<file path="config.mk">
export PLATFORM = sky130hd
export DESIGN_NAME = cmix_search
export DESIGN_NICKNAME = d
export VERILOG_FILES = /design/src/rtl/cmix_pkg.sv /design/src/rtl/cmix_search.sv
export SDC_FILE = /design/constraint.sdc
export NUM_CORES = 1
export LEC_CHECK = 0
export ABC_AREA = 1
export ABC_CLOCK_PERIOD_IN_PS = 1800
export BUFFER_PORTS_ARGS = -buffer_cell sky130_fd_sc_hd__buf_4
export CORE_ASPECT_RATIO = 2
export CORE_MARGIN = 10
export CORE_UTILIZATION = 30
export DETAILED_ROUTE_END_ITERATION = 7
export MAX_ROUTING_LAYER = met4
export PLACE_DENSITY = 0.5
export SLEW_MARGIN = 20
export SYNTH_ARGS = -nofsm -noshare
export SYNTH_HDL_FRONTEND = slang
export SYNTH_SLANG_ARGS = --single-unit
</file>
<file path="constraint.sdc">
create_clock -name clk -period 1.8 [get_ports clk]
set_input_delay 0.27 -clock clk [delete_from_list [all_inputs] [get_ports clk]]
set_output_delay 0.27 -clock clk [all_outputs]
set_load 0.03 [all_outputs]
</file>
<file path="src/rtl/cmix_pkg.sv">
`timescale 1ns / 1ps
`default_nettype none
// ----------------------------------------------------------------------------
// cmix_pkg
// Shared types and table generators for the sRGB linear color mix.
// ----------------------------------------------------------------------------
package cmix_pkg;

    localparam int CH_W     = 8;
    localparam int CHANNELS = 3;
    localparam int CODES    = 256;

    // all sRGB codes are expressed as num / CODE_DEN
    localparam logic [63:0] CODE_DEN = 64'd25500;
    localparam logic [63:0] Q31_ONE  = 64'd1 << 31;
    localparam logic [63:0] Q31_HALF = 64'd1 << 30;

    // divisors of the two decode segments, scaled to CODE_DEN
    localparam logic [63:0] LIN_DIV  = 64'd1292 * CODE_DEN;
    localparam logic [63:0] POW_DIV  = 64'd1055 * CODE_DEN;
    localparam logic [63:0] POW_HALF = POW_DIV / 64'd2;

    typedef logic [CH_W-1:0] chan_t;

    typedef struct packed {
        logic valid;
        logic inv;
    } ctl_t;

    function automatic logic [63:0] qmul(input logic [63:0] a, input logic [63:0] b);
        return (a * b + Q31_HALF) >> 31;
    endfunction

    function automatic logic [63:0] pow5_q31(input logic [63:0] r);
        logic [63:0] r2;
        logic [63:0] r4;
        r2 = qmul(r, r);
        r4 = qmul(r2, r2);
        return qmul(r4, r);
    endfunction

    function automatic logic [63:0] root5_q31(input logic [63:0] v);
        logic [63:0] lo;
        logic [63:0] hi;
        logic [63:0] mid;
        lo = 64'd0;
        hi = Q31_ONE;
        for (int i = 0; i < 33; i++)
        begin
            if (lo < hi)
            begin
                mid = lo + ((hi - lo + 64'd1) >> 1);
                if (pow5_q31(mid) <= v)
                    lo = mid;
                else
                    hi = mid - 64'd1;
            end
        end
        return lo;
    endfunction

    // linear light of code num / CODE_DEN, Q31
    function automatic logic [63:0] decode_q31(input logic [63:0] num);
        logic [63:0] u;
        logic [63:0] u2;
        if (num * 64'd100000 <= CODE_DEN * 64'd4045)
            return (num * 64'd100 * Q31_ONE + 64'd646 * CODE_DEN) / LIN_DIV;
        u = (((64'd1000 * num + 64'd55 * CODE_DEN) << 31) + POW_HALF) / POW_DIV;
        if (u > Q31_ONE)
            u = Q31_ONE;
        u2 = qmul(u, u);
        return qmul(u2, root5_q31(u2));
    endfunction

    function automatic logic [63:0] to_lin(input logic [63:0] x, input int lb);
        logic [63:0] v;
        logic [63:0] lmax;
        v    = (x + (64'd1 << (30 - lb))) >> (31 - lb);
        lmax = (64'd1 << lb) - 64'd1;
        return (v > lmax) ? lmax : v;
    endfunction

    function automatic logic [63:0] lin_entry(input int code, input int lb);
        return to_lin(decode_q31(64'd100 * 64'(code)), lb);
    endfunction

    function automatic logic [63:0] thr_entry(input int k, input int lb);
        if (k == 0)
            return 64'd0;
        return to_lin(decode_q31(64'd100 * 64'(k) - 64'd49), lb);
    endfunction

endpackage
`default_nettype wire

</file>
<file path="src/rtl/cmix_search.sv">
`timescale 1ns / 1ps
`default_nettype none
// ----------------------------------------------------------------------------
// cmix_search
// One step of the threshold binary search: settles one bit of the code.
// ----------------------------------------------------------------------------
module cmix_search
    import cmix_pkg::*;
#(
    parameter int LINEAR_BITS = 16,
    parameter int BIT_POS     = 7
)
(
    input  wire logic                 clk,
    input  wire logic                 rst_n,
    input  wire logic                 en,
    input  wire ctl_t                 ctl_in,
    input  wire logic [LINEAR_BITS:0] sum_in [CHANNELS],
    input  wire chan_t                cnt_in [CHANNELS],
    output ctl_t                      ctl_out,
    output logic [LINEAR_BITS:0]      sum_out [CHANNELS],
    output chan_t                     cnt_out [CHANNELS]
);

    typedef logic [LINEAR_BITS-1:0] thr_arr_t [CODES];

    function automatic thr_arr_t build_thr();
        thr_arr_t t;
        for (int i = 0; i < CODES; i++)
            t[i] = LINEAR_BITS'(thr_entry(i, LINEAR_BITS));
        return t;
    endfunction

    localparam thr_arr_t THR_TAB = build_thr();
    localparam chan_t    STEP    = chan_t'(1 << BIT_POS);

    ctl_t                 ctl_reg;
    logic [LINEAR_BITS:0] sum_reg [CHANNELS];
    chan_t                cnt_reg [CHANNELS];
    chan_t                trial   [CHANNELS];
    logic                 hit     [CHANNELS];

    always_comb
    begin
        for (int c = 0; c < CHANNELS; c++)
        begin
            trial[c] = cnt_in[c] | STEP;
            // mean >= T[k] compared as sum >= 2*T[k]
            hit[c]   = !ctl_in.inv && (sum_in[c] >= {THR_TAB[trial[c]], 1'b0});
        end
    end

    always_ff @(posedge clk or negedge rst_n)
    begin
        if (!rst_n)
            ctl_reg <= '0;
        else if (en)
            ctl_reg <= ctl_in;
    end

    always_ff @(posedge clk)
    begin
        if (en)
        begin
            for (int c = 0; c < CHANNELS; c++)
            begin
                sum_reg[c] <= sum_in[c];
                cnt_reg[c] <= hit[c] ? trial[c] : cnt_in[c];
            end
        end
    end

    assign ctl_out = ctl_reg;
    assign sum_out = sum_reg;
    assign cnt_out = cnt_reg;

endmodule
`default_nettype wire

</file>
==> results of run 1 <==
## worst min-delay path by stage
stage	from	end	slack, ns	cells after the start
2_1_floorplan	rst_n	ctl_out[0]$_DFFE_PN0P_	-0.03	0
6_report	sum_in[1]	sum_out[1]$_DFFE_PP_	0.08	1
4_1_cts	sum_in[0]	sum_out[0]$_DFFE_PP_	0.06	1
3_5_place_dp	rst_n	ctl_out[1]$_DFFE_PN0P_	0.06	1
5_1_grt	sum_in[1]	sum_out[1]$_DFFE_PP_	0.07	1
3_3_place_gp	rst_n	ctl_out[1]$_DFFE_PN0P_	0.06	1
## worst max-delay path: cells and delay by family
kind | cells | cell delay, ns
AND/OR/NAND/NOR | 15 | 1.50
adder cells (fa/ha/maj) | 2 | 0.58
buffers and inverters | 3 | 0.34
## metrics by stage
stage               cell area, sq um  total power, W  worst slack, ns  utilization, %  hold WS (ns)
finish                         17500         0.00955           -0.686            50.2        0.0793
detailed placement             15500         0.00671            -1.32            44.4        0.0566
floorplan                      10800         0.00441           -0.601               -       -0.0256
CTS                            17200         0.00934           -0.606            49.1        0.0636
global placement               15500         0.00674            -1.39            44.4        0.0563
global route                   17500          0.0100           -0.795            50.2        0.0713
## cell type report
type	count	area, sq um
Fill cell	3607	17400
Multi-Input combinational cell	1459	8580
Timing Repair Buffer	604	5090
Sequential cell	77	2300
Inverter	167	698
Tap cell	445	557
Clock buffer	10	229
Clock inverter	5	85.1
Antenna cell	1	2.50
## layout by cell type, fill, tap and decap left out, types with 37 or more instances in the layout
master,n
nand3_1,209
buf_4,537
ha_4,39
ha_1,37
inv_1,112
nor2_1,137
a21oi_1,72
nand2_1,556
edfxtp_1,75
o21ai_0,56
nand2_2,84
## where the power goes
part / internal [W] / switching [W]
Combinational: 0.00210 / 0.00314
Clock: 0.00122 / 0.000923
Sequential: 0.00213 / 0.0000437
## routing by layer
layer / share of wire (%) / vias up / wire length [um] / global-route usage (%)
li1: - / 6960 / - / -
met1: 31 / 7101 / 22200 / 28.6
met2: 53 / 849 / 37700 / 58.7
met3: 5.2 / 335 / 3710 / 4.64
met4: 10 / 0 / 7410 / 28.2
met5: 0 / - / 0 / -
## flip-flops by register name, indices dropped and copies added, names as in the netlist
name,cells
sum_out,51
ctl_out,2
cnt_out,24
## repair_timing
action / CTS / global route
buffers inserted: 22 / 2
endpoints found under the hold margin: 2 / 0
gates resized for setup: 290 / 91
hold buffers: 1 / 0
pin swaps: 124 / 73
setup endpoints to repair: 3 / 3
## logic make-up (layout without fill, tap and decap cells)
kind of cell    count (synthesis)  in the layout  synth area share, %
simple gates                 1138           1138                 45.2
buf+inv                       243            786                 11.0
compound gates                234            234                 11.9
fa+ha+maj                      86             86                 10.1
flops                          77             77                 21.7
mux                             1              1                0.106
other cells                     0              1                    0
==> impl_metrics.ini, run 1 <==
[run_status]
status = finished with violations
failed_checks = setup timing

[yosys]
synth-edff-count = 75
yosysMostFrequentCell = nand2_1
ys_ff_latch = 77
synth.net_count = 1945
yosysTopAreaCellShare_pct = 23.1
synth_commonest_cells = nand2_1, nand3_1, nor2_1, inv_1, a21oi_1
synth_flop_cell = edfxtp_1
ys_warn_count = 0
sequential_element_share_of_the_synthesized_area_pct = 21.7
post_synth_num_cell_types = 40
post_synth_instance_area_sq_um = 10600
asyncSetResetFlopFracSynth_pct = 2.60
syn_inst = 1779
post-synth-top-area-cell = nand2_1
synth_area_per_cell_sq_um = 5.96
synth.area.top_cells = nand2_1, edfxtp_1, nand3_1, ha_1, nor2_1

[timing]
post-route-min-period_ns = 2.49
timing.final.crit_share_pct = 138
grt_setup_unrepaired = yes
timing.final.hold_violations = 0
max_freq_mhz = 402
slew-limit-headroom_pct = 67.7
final_max_slew_viol_count = 0
final_worst_setup_slack_ns = -0.686
skew_ns = 0
setup_tns_ns = -1.99
setup_viol = 3
worst_pin_slew_ns = 0.479

[floorplanning]
io_pins = 157
die_height_um = 286
rows = 97
die-area_sq_um = 43700
coreArea_sq_um = 35000
start_util_pct = 30.4
die_w_um = 153

[clock_network]
cts_buffer_depth = 2
clkSlewWorstSetupHoldPaths_ns = 0.07
clk-insertion-delay-late_ns = 0.37
cts_made_buffers = 9
clock_sinks = 77
cts_tree = built
clock_tree.htree_level_count = 3
clockRootBuffer = clkbuf_16

[setup_path]
max_stage_delay_ns = 0.32
worstSetupStartpointType = input port
critPathRequiredTime_ns = 2.05
depth_of_the_most_critical_reg_to_reg_path = 1
critPathKind = input port to flip-flop
critical_path.slowest_cell = nand3b_1
crit_arrival_ns = 2.73
timing.critical_path.to_type = flip-flop
capturing_point_of_the_worst_reg2reg_path = ctl_out[1]$_DFFE_PN0P_
timing.critical_path.mode_cell = nand2_1
timing.critical_path.cells = buf_8, clkinvlp_4, ha_4, nand2_4, buf_6, nand2_4, nand2_1, nand2_1, nand3b_1, nand3_2, nand2_2, ha_4, nand2_1, nor2_1, nand3_1, nor2_1, nor2_1, nand2_1, nand2_1, nand2_1
worst_r2r_startpoint = ctl_out[1]$_DFFE_PN0P_
setup.reg_to_reg.worst_slack_ns = 1.02
setup.worst_path.start = cnt_in[17]
worst_setup_path_endpoint = cnt_out[23]$_SDFFCE_PP1P_
worst-path-max-fanout = 3

[layout]
area_delta_synth_final_pct = 65.4
finalNetCount = 2484
instances_no_fill = 2768
post_route_cells_drive_above_1_share_pct = 41.1

[global_route]
antenna_found_initial = 1
grt_first_pass_wirelength_um = 103000
first_global_vias = 15700
grt-ovfl-total = 0
grt.total_usage_pct = 32.3
maximum_number_of_pins_on_one_net_before_global_route_repair = 43

[drt]
vias = 15200
drt_pass1_iterations = 6
drc = 0
antenna_violating_nets_post_route = 0
detailedRoute.firstIterationViolations = 1044
post_drt_wl_per_cell_um = 25.6
route.final.wire_length_um = 71000
dr_vias_cell = 5.51

[worst_hold_path]
worstHoldPathType = input port to flip-flop

[pwr]
total_leakage_power_nw = 8.70
irDropWorstVdd_mv = 0.506
power_density_nw_per_um2 = 545

[place]
finalWeightedCongestion = 1.19
placed_cells = 2727
buffer_ports.inserted = 156
dp_hpwl_um = 57600

[run]
timing.max_cap.violations = 0
Note: power is estimated with default switching activity, not from simulation.
==> run 2: changes to the inputs <==
- ABC_CLOCK_PERIOD_IN_PS: 1800 -> 3230
- CORE_UTILIZATION: 30 -> 48
- PLACE_DENSITY: 0.5 -> 0.69
- clock period: 1.8 -> 3.23 ns (I/O delays scaled with it)
==> impl_metrics.ini, run 2 <==
[run_status]
status = did not finish
failing_step = global routing
flow.first_error = [ERROR GRT-0116] Global routing finished with congestion. Check the congestion regions in the DRC Viewer.

[global_route]
grt.total_usage_pct = 48.7
grt_first_pass_wirelength_um = 104000
maximum_number_of_pins_on_one_net_before_global_route_repair = 58
grt-ovfl-total = 17
first_global_vias = 16000

[yosys]
synth.net_count = 1945
post_synth_num_cell_types = 40
asyncSetResetFlopFracSynth_pct = 2.60
synth.area.top_cells = nand2_1, edfxtp_1, nand3_1, ha_1, nor2_1
yosysTopAreaCellShare_pct = 23.1
post_synth_instance_area_sq_um = 10600
sequential_element_share_of_the_synthesized_area_pct = 21.7
synth_commonest_cells = nand2_1, nand3_1, nor2_1, inv_1, a21oi_1
post-synth-top-area-cell = nand2_1
ys_ff_latch = 77
ys_warn_count = 0
syn_inst = 1779
synth_area_per_cell_sq_um = 5.96
yosysMostFrequentCell = nand2_1
synth-edff-count = 75
synth_flop_cell = edfxtp_1

[place]
dpl-instance-area_sq_um = 13000
finalWeightedCongestion = 1.31
dp_hpwl_um = 49700
placed_cells = 2307
buffer_ports.inserted = 156

[clock_network]
clockRootBuffer = clkbuf_16
post_cts_buffers = 0
cts_buffer_depth = 2
cts_hold_buffers = 1
clock_tree.htree_level_count = 3
clock_sinks = 77
number_of_instances_resized_during_post_cts_repair = 0
cts_made_buffers = 9

[floorplanning]
io_pins = 157
die_w_um = 125
die_height_um = 230
rows = 76
start_util_pct = 48.9
## run 2: cell counts after synthesis
No cell type changed its count.
## run 2: through the flow
stage	worst slack (ns)	setup TNS [ns]	hold slack, ns
3_5_place_dp	-0.102	-0.159	0.276
4_1_cts	0.274	0	0.295
2_1_floorplan	0.389	0	0.189
3_3_place_gp	-0.159	-0.193	0.267
## run 2: kinds of logic after synthesis
family,count (synthesis),share of synthesized area (%)
simple gates,1138,45.2
buf+inv,243,11.0
compound gates,234,11.9
mux,1,0.106
fa+ha+maj,86,10.1
flops,77,21.7
## run 2: metal layers
| layer | overflow | global-route usage, % |
|---|---|---|
| met1 | 0 | 40.0 |
| met2 | 7 | 76.5 |
| met3 | 0 | 21.3 |
| met4 | 10 | 53.3 |
| met5 | - | - |
